===== config.mk =====
export PLATFORM = sky130hd
export DESIGN_NAME = lpt_ctrl
export DESIGN_NICKNAME = d
export VERILOG_FILES = /design/src/hdl/lpt_pkg.sv /design/src/hdl/lpt_ctrl.sv
export SDC_FILE = /design/constraint.sdc
export NUM_CORES = 1
export LEC_CHECK = 0
export ABC_AREA = 1
export BUFFER_PORTS_ARGS = -buffer_cell sky130_fd_sc_hd__buf_4
export CAP_MARGIN = 20
export CORE_AREA = 8 8 45 47
export CTS_BUF_LIST = sky130_fd_sc_hd__clkbuf_8
export CTS_CLUSTER_SIZE = 25
export DETAILED_ROUTE_END_ITERATION = 8
export DIE_AREA = 0 0 53 55
export HOLD_SLACK_MARGIN = 0.06
export PLACE_DENSITY = 0.62
export SYNTH_ARGS = -nofsm -noshare
export SYNTH_HDL_FRONTEND = slang
export SYNTH_SLANG_ARGS = --single-unit

===== constraint.sdc =====
create_clock -name clk -period 2.4 [get_ports clk]
set_input_delay 0.48 -clock clk [delete_from_list [all_inputs] [get_ports clk]]
set_output_delay 0.48 -clock clk [all_outputs]
set_load 0.05 [all_outputs]

===== src/hdl/lpt_pkg.sv =====
// Shared types and constants of the LPT shard assigner.
// Holds field widths, the controller state type and the command/status structs.
// No dependencies; compile this file first.
package lpt_pkg;

    // Field widths of the channel words, the configuration port and the shard totals.
    localparam int ID_W    = 16;
    localparam int LOAD_W  = 32;
    localparam int TOTAL_W = 40;
    localparam int SHARD_W = 4;
    localparam int CFG_W   = 5;

    // Controller states.
    typedef enum logic [2:0] {
        ST_COLLECT,
        ST_CLEAR,
        ST_FIND_SETUP,
        ST_FIND,
        ST_MIN_SETUP,
        ST_MIN,
        ST_ASSIGN
    } lpt_state_t;

    // Commands from the controller to the datapath.
    typedef struct packed {
        logic clr_init;
        logic clr_run;
        logic find_init;
        logic find_run;
        logic min_init;
        logic min_run;
        logic assign_item;
    } lpt_cmd_t;

    // Status from the datapath to the controller.
    typedef struct packed {
        logic clr_done;
        logic find_done;
        logic min_done;
        logic out_free;
        logic last_item;
    } lpt_status_t;

endpackage


===== src/hdl/lpt_ctrl.sv =====
// Controller state machine of the LPT shard assigner.
// Sequences collection, shard clearing, max and min scans and assignment.
// Depends on lpt_pkg.
module lpt_ctrl import lpt_pkg::*;
(
    input  logic        clk,
    input  logic        rst_n,
    input  logic        in_valid,
    input  logic        in_last,
    input  lpt_status_t status,
    output logic        in_ready,
    output lpt_cmd_t    cmd
);

    lpt_state_t state_reg;
    lpt_state_t state_next;

    // State register.
    always_ff @(posedge clk or negedge rst_n)
    begin
        if (!rst_n)
        begin
            state_reg <= ST_COLLECT;
        end
        else
        begin
            state_reg <= state_next;
        end
    end

    // Next-state logic.
    always_comb
    begin
        state_next = state_reg;
        unique case (state_reg)
            ST_COLLECT:
            begin
                if (in_valid && in_last)
                begin
                    state_next = ST_CLEAR;
                end
            end
            ST_CLEAR:
            begin
                if (status.clr_done)
                begin
                    state_next = ST_FIND_SETUP;
                end
            end
            ST_FIND_SETUP:
            begin
                state_next = ST_FIND;
            end
            ST_FIND:
            begin
                if (status.find_done)
                begin
                    state_next = ST_MIN_SETUP;
                end
            end
            ST_MIN_SETUP:
            begin
                state_next = ST_MIN;
            end
            ST_MIN:
            begin
                if (status.min_done)
                begin
                    state_next = ST_ASSIGN;
                end
            end
            ST_ASSIGN:
            begin
                if (status.out_free)
                begin
                    state_next = status.last_item ? ST_COLLECT : ST_FIND_SETUP;
                end
            end
            default:
            begin
                state_next = ST_COLLECT;
            end
        endcase
    end

    // Output logic.
    always_comb
    begin
        in_ready = 1'b0;
        cmd      = '0;
        unique case (state_reg)
            ST_COLLECT:
            begin
                in_ready     = 1'b1;
                cmd.clr_init = 1'b1;
            end
            ST_CLEAR:
            begin
                cmd.clr_run = 1'b1;
            end
            ST_FIND_SETUP:
            begin
                cmd.find_init = 1'b1;
            end
            ST_FIND:
            begin
                cmd.find_run = 1'b1;
            end
            ST_MIN_SETUP:
            begin
                cmd.min_init = 1'b1;
            end
            ST_MIN:
            begin
                cmd.min_run = 1'b1;
            end
            ST_ASSIGN:
            begin
                cmd.assign_item = status.out_free;
            end
            default:
            begin
                in_ready = 1'b0;
            end
        endcase
    end

endmodule


==> impl_metrics.json <==
{
  "status": "completed",
  "fin_nets": 77,
  "worstSetupPathDepth": 3,
  "ir_worst_vdd_uv": 431,
  "ctsHoldBuffers": 1,
  "p_leak_nw": 0.294,
  "vias": 357,
  "p_sw_frac": 0.561,
  "drt_wl_total_um": 884,
  "htree_levels": 1,
  "viasPerCell": 4.30,
  "grt_first_pass_wirelength_um": 1460,
  "grt_max_degree": 12,
  "rsz0062_at_grt": "no",
  "ant_nets": 0,
  "r2r_cells": 7,
  "min_path_type": "input pin to async pin",
  "routabilityCongestion": 0.798,
  "slowest_stage": "dfrtp_1",
  "internal_power_mw": 0.358,
  "crit_family": "flip-flops",
  "power_frac_seq": 0.184,
  "core_region_area_mm2": 0.00138,
  "final_max_slew_viol_count": 0,
  "end_kind": "output pin",
  "power_frac_comb": 0.637,
  "hpwl_um": 668,
  "die_y_um": 55,
  "layout_common_cells": "16 x buf_4, 8 x nand2_1, 6 x nand3_1, 5 x inv_1, 4 x nand2_2",
  "die_w_um": 53,
  "wire_per_inst_um": 10.7,
  "initial_core_util": 0.252,
  "crit_fanout": 9,
  "largest_reg_flops": 3,
  "reg2reg_from": "state_reg[0]",
  "p_switching_mw": 0.458,
  "pin_count": 17,
  "power-per-cell-area_mw_per_mm2": 1580,
  "arrival_ps": 1370,
  "cap_violations": 0,
  "ctsResizeCount": 0,
  "finClkSkew_ps": 2.99,
  "synth_cell_types": 20,
  "final_layout_size_suffix_gt1_frac": 0.507,
  "layout_commonest_cell": "buf_4",
  "hold_viol": 0,
  "dieArea_mm2": 0.00292,
  "syn_inst": 50,
  "synth_top_area_cell": "dfrtp_1",
  "worstPathRequired_ps": 1920,
  "dr.pass1.iters": 4,
  "timing.critical_path.to": "cmd[0]",
  "finalCritPeriodShare": 0.771,
  "cts_max_path_buffers": 2,
  "tightest_slew_ps": 437,
  "synth-warning-count": 0,
  "synth_area_leaders": "dfrtp_1 22%, nand3_1 8.6%, nand2_1 8.6%",
  "setup_viol": 0,
  "timing.final.crit_period_ps": 1850,
  "worst-setup-path-type": "flip-flop to output pin",
  "grt_overflow_total": 0,
  "crit_chain": "inv_2 -> nor4_2 -> buf_4",
  "setup_tns_ps": 0,
  "syn2layout_area_growth_pct": 48.4,
  "power.total_mw": 0.816,
  "clockPowerShare": 0.180,
  "grt_usage": 0.0733,
  "synth_top_cell_area_share": 0.215,
  "synth_area_per_cell_um2": 6.98,
  "crit_path_start": "state_reg[1]",
  "ff2ff_setup_slack_ps": 1100,
  "relSlewSlack": 0.708,
  "rows": 14,
  "antenna_found_initial": 0,
  "yosysSeqAreaShare": 0.215,
  "clock_latency_ps": 220,
  "cts_tree": "done",
  "clock_sinks": 3,
  "portBuffers": 16,
  "drcViolationCount": 0,
  "syn_nets": 59,
  "diodes": 0,
  "max_clock_freq_mhz": 540,
  "grt_pass1_vias": 350,
  "synth_area_um2": 349,
  "cts_setup_buffers": 0,
  "clkTransAtPathRegs_ps": 30,
  "crit_path_max_incr_delay_ps": 540,
  "yosys_register_bits": 3,
  "startpoint_type": "flip-flop",
  "root_buffer": "clkbuf_8",
  "drtIter0Drc": 6,
  "cts_inserted_buffers": 3,
  "rr_endpoint": "state_reg[0]",
  "cp.buffers_inverters": 2
}
-- cell families after synthesis --
kind of cell,count (synthesis),synth area share
buf+inv,12,0.194
flops,3,0.215
simple gates,31,0.513
compound gates,4,0.0788
-- routing by layer --
metal / track usage / up-vias / part of all wire
li1: - / 195 / -
met1: 0.0685 / 143 / 0.45
met2: 0.102 / 15 / 0.41
met3: 0.0348 / 4 / 0.083
met4: 0.103 / 0 / 0.053
met5: 0 / - / 0
-- metrics by stage --
stage	setup WS (ps)	utilization	std cells	instance area [um^2]	hold slack [ps]
after floorplan	296	-	50	360	184
after global placement	805	0.335	78	463	269
after detailed placement	771	0.335	78	463	270
after CTS	534	0.374	83	518	578
after global routing	471	0.374	83	518	587
final	549	0.374	83	518	576
-- power by group through the flow --
stage / Sequential (mW) / Combinational, mW / Clock, mW
after floorplan: 0.0881 / 0.506 / 0
after global placement: 0.146 / 0.522 / 0
after detailed placement: 0.150 / 0.520 / 0
after CTS: 0.149 / 0.524 / 0.150
after global routing: 0.159 / 0.567 / 0.151
final: 0.150 / 0.520 / 0.147
-- cell usage after synthesis --
library cell,n
buf_4,2
dfrtp_1,3
nand4_1,1
nand3_1,6
and2_1,1
nor2_4,1
nand2_1,8
nand4_2,1
clkinv_1,1
a21oi_1,1
nand3_2,2
nor3_1,3
nand2_2,4
o21bai_1,3
inv_2,3
buf_6,2
nor2_2,2
nor2_1,1
nor4_1,1
inv_1,4
-- worst reg2reg max path: stages (launching register included) --
cell	delay (ps)
dfrtp_1	600
nand2_2	100
nor2_2	160
nand2_2	90
nand2_2	90
nor2_4	40
nand3_1	60
nand2_1	60
-- cell type report --
type                            instances  area, um^2
Timing Repair Buffer                   17         130
Clock buffer                            3        41.3
Tap cell                               16        20.0
Fill cell                             150         866
Multi-Input combinational cell         35         218
Sequential cell                         3        75.1
Inverter                                8        30.0
Clock inverter                          1        3.75
-- worst min-delay path by stage --
stage / start / to / slack (ps)
2_1_floorplan: rst_n / state_reg[0] / 180
3_3_place_gp: rst_n / state_reg[0] / 270
3_5_place_dp: rst_n / state_reg[0] / 270
4_1_cts: rst_n / state_reg[2] / 580
5_1_grt: rst_n / state_reg[1] / 590
6_report: rst_n / state_reg[2] / 580
Power figures use the tool's default switching activity.
