**config.mk**
```make
export PLATFORM = sky130hd
export DESIGN_NAME = lpt_datapath
export DESIGN_NICKNAME = d
export VERILOG_FILES = /design/src/hdl/lpt_pkg.sv /design/src/hdl/lpt_datapath.sv
export SDC_FILE = /design/constraint.sdc
export NUM_CORES = 2
export LEC_CHECK = 0
export BUFFER_PORTS_ARGS = -buffer_cell sky130_fd_sc_hd__buf_2
export CAP_MARGIN = 20
export CORE_ASPECT_RATIO = 0.8
export CORE_UTILIZATION = 55
export DETAILED_ROUTE_END_ITERATION = 7
export PLACE_DENSITY_LB_ADDON = 0.12
export SLEW_MARGIN = 5
export SYNTH_ARGS = -nofsm -noshare
export SYNTH_HDL_FRONTEND = slang
export SYNTH_SLANG_ARGS = --single-unit
```
**constraint.sdc**
```tcl
create_clock -name clk -period 5.7 [get_ports clk]
set_input_delay 0.57 -clock clk [delete_from_list [all_inputs] [get_ports clk]]
set_output_delay 0.57 -clock clk [all_outputs]
set_load 0.02 [all_outputs]
```
**src/hdl/lpt_pkg.sv**
```systemverilog
// Shared types and constants of the LPT shard assigner.
// Holds field widths, the controller state type and the command/status structs.
// No dependencies; compile this file first.
package lpt_pkg;

    // Field widths of the channel words, the configuration port and the shard totals.
    localparam int ID_W    = 16;
    localparam int LOAD_W  = 32;
    localparam int TOTAL_W = 40;
    localparam int SHARD_W = 4;
    localparam int CFG_W   = 5;

    // Controller states.
    typedef enum logic [2:0] {
        ST_COLLECT,
        ST_CLEAR,
        ST_FIND_SETUP,
        ST_FIND,
        ST_MIN_SETUP,
        ST_MIN,
        ST_ASSIGN
    } lpt_state_t;

    // Commands from the controller to the datapath.
    typedef struct packed {
        logic clr_init;
        logic clr_run;
        logic find_init;
        logic find_run;
        logic min_init;
        logic min_run;
        logic assign_item;
    } lpt_cmd_t;

    // Status from the datapath to the controller.
    typedef struct packed {
        logic clr_done;
        logic find_done;
        logic min_done;
        logic out_free;
        logic last_item;
    } lpt_status_t;

endpackage

```
**src/hdl/lpt_datapath.sv**
```systemverilog
// Datapath of the LPT shard assigner: item store, shard totals, scans, output word.
// Runs on commands from lpt_ctrl and reports status back to it.
// Depends on lpt_pkg.
module lpt_datapath import lpt_pkg::*;
#(
    parameter int MAX_ITEMS  = 64,
    parameter int MAX_SHARDS = 16
)
(
    input  logic                clk,
    input  logic                rst_n,
    input  logic                cfg_we,
    input  logic [CFG_W-1:0]    cfg_data,
    input  logic                in_accept,
    input  logic [ID_W-1:0]     in_id,
    input  logic [LOAD_W-1:0]   in_load,
    input  lpt_cmd_t            cmd,
    output lpt_status_t         status,
    input  logic                out_ready,
    output logic                out_valid,
    output logic [ID_W-1:0]     out_id,
    output logic [SHARD_W-1:0]  out_shard,
    output logic                out_last
);

    localparam int IT_IDX_W = $clog2(MAX_ITEMS);
    localparam int CNT_W    = $clog2(MAX_ITEMS + 1);
    localparam int SH_IDX_W = (MAX_SHARDS > 1) ? $clog2(MAX_SHARDS) : 1;
    localparam int SH_CNT_W = $clog2(MAX_SHARDS + 1);
    localparam int LIM_W    = (SH_CNT_W > CFG_W) ? SH_CNT_W : CFG_W;

    // Configuration and item store.
    logic [CFG_W-1:0]    active_reg;
    logic [CNT_W-1:0]    count_reg, count_next;
    logic [ID_W-1:0]     ids_mem   [MAX_ITEMS];
    logic [LOAD_W-1:0]   loads_mem [MAX_ITEMS];
    logic [ID_W-1:0]     rd_id_reg;
    logic [LOAD_W-1:0]   rd_load_reg;
    logic                item_we;

    // Max scan over the stored items.
    logic [CNT_W-1:0]    ic_reg, ic_next;
    logic                ip_valid_reg, ip_valid_next;
    logic [IT_IDX_W-1:0] ip_idx_reg;
    logic                item_rd;
    logic                best_cand;
    logic                best_valid_reg, best_valid_next;
    logic [IT_IDX_W-1:0] best_idx_reg;
    logic [LOAD_W-1:0]   best_load_reg;
    logic [ID_W-1:0]     best_id_reg;
    logic [MAX_ITEMS-1:0] taken_reg, taken_next;
    logic [CNT_W-1:0]    asg_reg, asg_next;

    // Shard totals and min scan.
    logic [TOTAL_W-1:0]  totals_mem [MAX_SHARDS];
    logic [TOTAL_W-1:0]  tot_rd_reg;
    logic                tot_we;
    logic [SH_IDX_W-1:0] tot_waddr;
    logic [TOTAL_W-1:0]  tot_wdata;
    logic [SH_CNT_W-1:0] sc_reg, sc_next;
    logic                sp_valid_reg, sp_valid_next;
    logic [SH_IDX_W-1:0] sp_idx_reg;
    logic                shard_rd;
    logic                min_cand;
    logic                min_valid_reg, min_valid_next;
    logic [SH_IDX_W-1:0] min_shard_reg;
    logic [TOTAL_W-1:0]  min_total_reg;
    logic [LIM_W-1:0]    act_ext;
    logic [SH_CNT_W-1:0] shard_limit;

    // Output word.
    logic                out_valid_reg, out_valid_next;
    logic [ID_W-1:0]     out_id_reg;
    logic [SHARD_W-1:0]  out_shard_reg;
    logic                out_last_reg;

    // Effective shard count: zero acts as one, large values clamp to MAX_SHARDS.
    assign act_ext = LIM_W'(active_reg);
    always_comb
    begin
        if (act_ext == '0)
        begin
            shard_limit = SH_CNT_W'(1);
        end
        else if (act_ext > LIM_W'(MAX_SHARDS))
        begin
            shard_limit = SH_CNT_W'(MAX_SHARDS);
        end
        else
        begin
            shard_limit = SH_CNT_W'(act_ext);
        end
    end

    // Item store: write at the fill count, registered read for the scan.
    assign item_we = in_accept && (count_reg < CNT_W'(MAX_ITEMS));
    always_ff @(posedge clk)
    begin
        if (item_we)
        begin
            ids_mem[count_reg[IT_IDX_W-1:0]]   <= in_id;
            loads_mem[count_reg[IT_IDX_W-1:0]] <= in_load;
        end
        rd_id_reg   <= ids_mem[ic_reg[IT_IDX_W-1:0]];
        rd_load_reg <= loads_mem[ic_reg[IT_IDX_W-1:0]];
    end

    // Shard totals: cleared per batch, updated on each assignment.
    assign tot_we    = cmd.clr_run || cmd.assign_item;
    assign tot_waddr = cmd.clr_run ? sc_reg[SH_IDX_W-1:0] : min_shard_reg;
    assign tot_wdata = cmd.clr_run ? '0 : (min_total_reg + TOTAL_W'(best_load_reg));
    always_ff @(posedge clk)
    begin
        if (tot_we)
        begin
            totals_mem[tot_waddr] <= tot_wdata;
        end
        tot_rd_reg <= totals_mem[sc_reg[SH_IDX_W-1:0]];
    end

    // Max scan: the first untaken item of the largest load wins, keeping ties stable.
    assign item_rd   = cmd.find_run && (ic_reg < count_reg);
    assign best_cand = ip_valid_reg && !taken_reg[ip_idx_reg]
                       && (!best_valid_reg || (rd_load_reg > best_load_reg));

    // Min scan: the lowest-index shard with the least total wins.
    assign shard_rd = cmd.min_run && (sc_reg < shard_limit);
    assign min_cand = sp_valid_reg && (!min_valid_reg || (tot_rd_reg < min_total_reg));

    // Next values of the control registers.
    always_comb
    begin
        count_next      = count_reg;
        ic_next         = ic_reg;
        ip_valid_next   = item_rd;
        best_valid_next = best_valid_reg;
        taken_next      = taken_reg;
        asg_next        = asg_reg;
        sc_next         = sc_reg;
        sp_valid_next   = shard_rd;
        min_valid_next  = min_valid_reg;
        out_valid_next  = out_valid_reg && !out_ready;

        if (item_we)
        begin
            count_next = count_reg + CNT_W'(1);
        end

        if (cmd.find_init)
        begin
            ic_next         = '0;
            best_valid_next = 1'b0;
        end
        else if (item_rd)
        begin
            ic_next = ic_reg + CNT_W'(1);
        end
        if (best_cand)
        begin
            best_valid_next = 1'b1;
        end

        if (cmd.clr_init || cmd.min_init)
        begin
            sc_next        = '0;
            min_valid_next = 1'b0;
        end
        else if (cmd.clr_run || shard_rd)
        begin
            sc_next = sc_reg + SH_CNT_W'(1);
        end
        if (min_cand)
        begin
            min_valid_next = 1'b1;
        end

        if (cmd.assign_item)
        begin
            out_valid_next = 1'b1;
            if (status.last_item)
            begin
                count_next = '0;
                asg_next   = '0;
                taken_next = '0;
            end
            else
            begin
                asg_next                 = asg_reg + CNT_W'(1);
                taken_next[best_idx_reg] = 1'b1;
            end
        end
    end

    // Control registers.
    always_ff @(posedge clk or negedge rst_n)
    begin
        if (!rst_n)
        begin
            active_reg     <= CFG_W'(1);
            count_reg      <= '0;
            ic_reg         <= '0;
            ip_valid_reg   <= 1'b0;
            best_valid_reg <= 1'b0;
            taken_reg      <= '0;
            asg_reg        <= '0;
            sc_reg         <= '0;
            sp_valid_reg   <= 1'b0;
            min_valid_reg  <= 1'b0;
            out_valid_reg  <= 1'b0;
        end
        else
        begin
            if (cfg_we)
            begin
                active_reg <= cfg_data;
            end
            count_reg      <= count_next;
            ic_reg         <= ic_next;
            ip_valid_reg   <= ip_valid_next;
            best_valid_reg <= best_valid_next;
            taken_reg      <= taken_next;
            asg_reg        <= asg_next;
            sc_reg         <= sc_next;
            sp_valid_reg   <= sp_valid_next;
            min_valid_reg  <= min_valid_next;
            out_valid_reg  <= out_valid_next;
        end
    end

    // Payload registers.
    always_ff @(posedge clk)
    begin
        ip_idx_reg <= ic_reg[IT_IDX_W-1:0];
        sp_idx_reg <= sc_reg[SH_IDX_W-1:0];
        if (best_cand)
        begin
            best_idx_reg  <= ip_idx_reg;
            best_load_reg <= rd_load_reg;
            best_id_reg   <= rd_id_reg;
        end
        if (min_cand)
        begin
            min_shard_reg <= sp_idx_reg;
            min_total_reg <= tot_rd_reg;
        end
        if (cmd.assign_item)
        begin
            out_id_reg    <= best_id_reg;
            out_shard_reg <= SHARD_W'(min_shard_reg);
            out_last_reg  <= status.last_item;
        end
    end

    // Status back to the controller.
    assign status.clr_done  = (sc_reg == SH_CNT_W'(MAX_SHARDS - 1));
    assign status.find_done = (ic_reg == count_reg) && !ip_valid_reg;
    assign status.min_done  = (sc_reg == shard_limit) && !sp_valid_reg;
    assign status.out_free  = !out_valid_reg || out_ready;
    assign status.last_item = (asg_reg == (count_reg - CNT_W'(1)));

    assign out_valid = out_valid_reg;
    assign out_id    = out_id_reg;
    assign out_shard = out_shard_reg;
    assign out_last  = out_last_reg;

    // The fill count never passes the store depth.
    a_count_bound: assert property (@(posedge clk) disable iff (!rst_n)
        count_reg <= CNT_W'(MAX_ITEMS))
        else $error("item count beyond store depth");

    // An assignment never overwrites a word still waiting at the output.
    a_assign_free: assert property (@(posedge clk) disable iff (!rst_n)
        cmd.assign_item |-> (!out_valid_reg || out_ready))
        else $error("assignment while output word blocked");

    // The assigned item was found by the scan and was not assigned before.
    a_best_untaken: assert property (@(posedge clk) disable iff (!rst_n)
        cmd.assign_item |-> (best_valid_reg && !taken_reg[best_idx_reg]))
        else $error("assigned item invalid or already taken");

    // The chosen shard lies within the active shard count.
    a_shard_range: assert property (@(posedge clk) disable iff (!rst_n)
        cmd.assign_item |-> (min_valid_reg && (SH_CNT_W'(min_shard_reg) < shard_limit)))
        else $error("chosen shard outside active range");

    // The last assignment of a batch empties the store and the taken marks.
    a_batch_end: assert property (@(posedge clk) disable iff (!rst_n)
        (cmd.assign_item && status.last_item) |=> ((count_reg == '0) && (taken_reg == '0)))
        else $error("batch state not cleared at batch end");

endmodule

```
==> summary.md <==
| Metric | Value |
|---|---|
| Status | complete, no violations |
| Worst path cell trace | ha_1, o21ai_0, o211ai_1, a21oi_1, a2111o_1, a211oi_1, o41ai_2, or3_1, a21oi_1 |
| Hold Slack | 32.3 ps |
| #FFs+latches synth | 4029 |
| Clk_skew | 52.0 ps |
| Top FF cell, synth | edfxtp_1 |
| CTS sink cnt | 4029 |
| DRT antenna net count | 0 |
| Final Cycle Share | 0.755 |
| Fin crit period | 4300 ps |
| DP Cell Count | 10300 |
| CTS H-Tree Depth | 5 |
| Share of the synthesized area in the top cell type | 0.743 |
| Core Util, Final | 0.628 |
| Total wire length | 376000 um |
| Async SR Flop Fraction | 0.0248 |
| Grt ovf | 0 |
| CTS tree | yes |
| I/O Pins | 92 |
| # port buffers | 91 |
| Syn. warnings | 0 |
| CTS max path bufs | 4 |
| Initial DRC count | 9030 |
| Total GRT Usage | 0.267 |
| Root Buffer | clkbuf_16 |
| EDFF count, synth | 3831 |
| DRT met1 WL | 162000 um |
| Vias | 72700 |
| Total of max-cap violations | 0 |
| Initial antenna violation count | 17 |
| Die area | 284000 sq um |
| Slew HR | 0.204 |
| Cell variety after synth | 72 |
| Leakage power | 54.7 nW |
| Hold WC Path Type | in2reg |
| Worst path most repeated cell | a21oi_1 |
| Post-CTS Setup Bufs | 0 |
| P per Cell Area | 403 nW/um^2 |
| Core ar. | 279000 sq um |
| Setup TNS | 0 ps |
| Setup ws final | 1400 ps |
| RSZ-0062 raised after global routing | false |
| Routed met2 length | 173000 um |
| Worst setup EP type | flop |
| CP arrival | 4860 ps |
| Startpoint types | flop |
| Fill cell count | 18500 |
| Max reg flops | 2048 |
| Fraction of layout cells with a size suffix above 1 | 0.304 |
| CP Class | reg2reg |
| Post-synth net total | 6778 |
| Fmax | 233 MHz |
| Synth area leader | edfxtp_1 |
| Final std cells w/o fill | 11000 |
| Highest-delay cell along the critical path | a21oi_1 |
| Post-DP HPWL | 207000 um |
| Wire length on met3 | 32000 um |
| Routability congestion estimate | 0.840 |
| Highest routed metal layer | met5 |
| Sequential element share of the synthesized area | 0.772 |
| Routed length per instance | 34.2 um |
| Maximum vdd ir drop | 0.300 mV |
| First-pass detailed-route iteration total | 5 |
| Max incr delay on CP | 780 ps |
| Pre-CTS WS | 1530 ps |
| Final Hold Vio Count | 0 |
| # nets final | 7214 |
| First-pass GRT wire length | 539000 um |
| Die Ht | 477 um |
| Via density | 6.59 |
| Synthesized cell area | 155000 sq um |
| Slew at the pin with the worst max-slew slack | 1190 ps |
| Starting Density | 0.555 |
| # DRC | 0 |
| Mapped Cells | 6591 |
| Clk slew on worst S/H paths | 60 ps |
| Slew Limit Fails | 0 |
| Crit path required time | 6260 ps |
| Synth top area cells | edfxtp_1 (74%), mux4_2 (18%), dfrtp_1 (1.6%) |
| Layout area overhead | 13.0% |
| Crit-path max FO | 16 |
| Site Rows | 173 |
| Clk_lat worst skew | 910 ps |
| Setup violators final | 0 |
| Die W | 595 um |
| Vias in the first global route | 72300 |
| Syn_area_per_cell | 23.5 sq um |
| TritonCTS Buffers | 385 |
| Largest net degree at the start of global routing | 92 |
-- synth_stat cells, drive strengths merged (3+ instances only) --
library cell	instances
a211oi	12
a21o	40
a21oi	130
a31oi	12
and2	3
and3	10
and4	4
buf	135
clkbuf	182
dfrtp	99
dfxtp	98
edfxtp	3831
ha	121
inv	93
mux2	7
mux2i	6
mux4	1227
nand2	51
nand2b	12
nand3	28
nand3b	5
nand4	31
nor2	244
nor2b	16
nor3	35
nor3b	7
o211ai	4
o21ai	38
o21bai	5
o22ai	3
o311ai	3
o31ai	6
or3	4
xnor2	27
xor2	26
-- path summary, 6_finish.rpt --
check                            startpoint  cells after the start  slack (ps)                 to
max                        min_total_reg[2]                      9        1400  totals_mem[8][37]
min reg2reg                   sp_idx_reg[1]                      0         400   min_shard_reg[1]
min                             in_load[10]                      1          30  loads_mem[60][10]
max in group asynchronous             rst_n                      3        4230          ic_reg[3]
min in group asynchronous             rst_n                      2         230      taken_reg[45]
max reg2reg                min_total_reg[2]                      9        1400  totals_mem[8][37]
-- timing repair --
action                                 4_1_cts  5_1_grt
hold buffers                                18        3
gates resized for setup                      0        0
endpoints found under the hold margin       60       26
-- metal layers --
layer  global-route usage  vias to the layer above
li1                     -                    29000
met1                0.424                    39600
met2                0.399                     3505
met3               0.0403                      531
met4               0.0600                        4
met5                    0                        -
-- layout make-up --
type                    instances  area, sq um  area share
multi-input cells            2150        34200       0.196
clock buffers                 506        10500      0.0601
clock inverters               198         2040      0.0117
flip-flops and latches       4029       120000       0.683
diodes                          4         10.0   0.0000572
well taps                    3675         4600      0.0263
inverters                      95          358     0.00204
repair buffers                366         3710      0.0212
-- through the flow --
| step | area [sq um] | total power, mW |
|---|---|---|
| 5_1_grt | 175000 | 72.7 |
| 2_1_floorplan | 155000 | 41.8 |
| 3_5_place_dp | 162000 | 45.5 |
| 4_1_cts | 174000 | 70.9 |
| 6_report | 175000 | 70.5 |
| 3_3_place_gp | 162000 | 45.2 |
-- worst max-delay path: cells and delay by family, from the launching register on --
family,cells,cell delay [ps]
and+or+nand+nor,1,340
AOI/OAI and AO/OA,7,2850
adders and majority gates,1,360
DFF,1,400
-- where the power goes --
group / internal [mW] / total [mW] / leakage [nW] / switching [mW]
Clock: 14.8 / 25.6 / 6.15 / 10.8
Sequential: 34.6 / 35.4 / 36.7 / 0.751
Combinational: 3.90 / 9.51 / 11.8 / 5.61
Total: 53.3 / 70.5 / 54.7 / 17.2
-- kinds of logic after synthesis --
logic type	share of synthesized area
compound gates	0.0110
xor+xnor	0.00300
simple gates	0.0137
flops	0.772
mux	0.179
buf+inv	0.0111
fa+ha+maj	0.00991
-- cell usage in the layout, fill, tap and decap left out, types with 11 or more instances in the layout --
cell type      instances
a211oi_1              12
a21o_1                40
a21oi_1              127
a31oi_1               11
buf_12                85
buf_2                 92
buf_4                162
bufinv_16             40
clkbuf_1              92
clkbuf_16            398
clkbuf_8              18
clkinv_1              67
clkinv_2              69
dfrtp_1               90
dfxtp_1               98
dlygate4sd3_1         21
edfxtp_1            3831
ha_1                 121
inv_1                 93
mux4_2              1227
nand2_1               51
nand2b_1              12
nand3_1               28
nand4_1               31
nor2_1               164
nor2_4                80
nor2b_1               16
nor3_1                35
o21ai_0               36
xnor2_1               27
xor2_1                26
(Power assumes the default switching activity.)
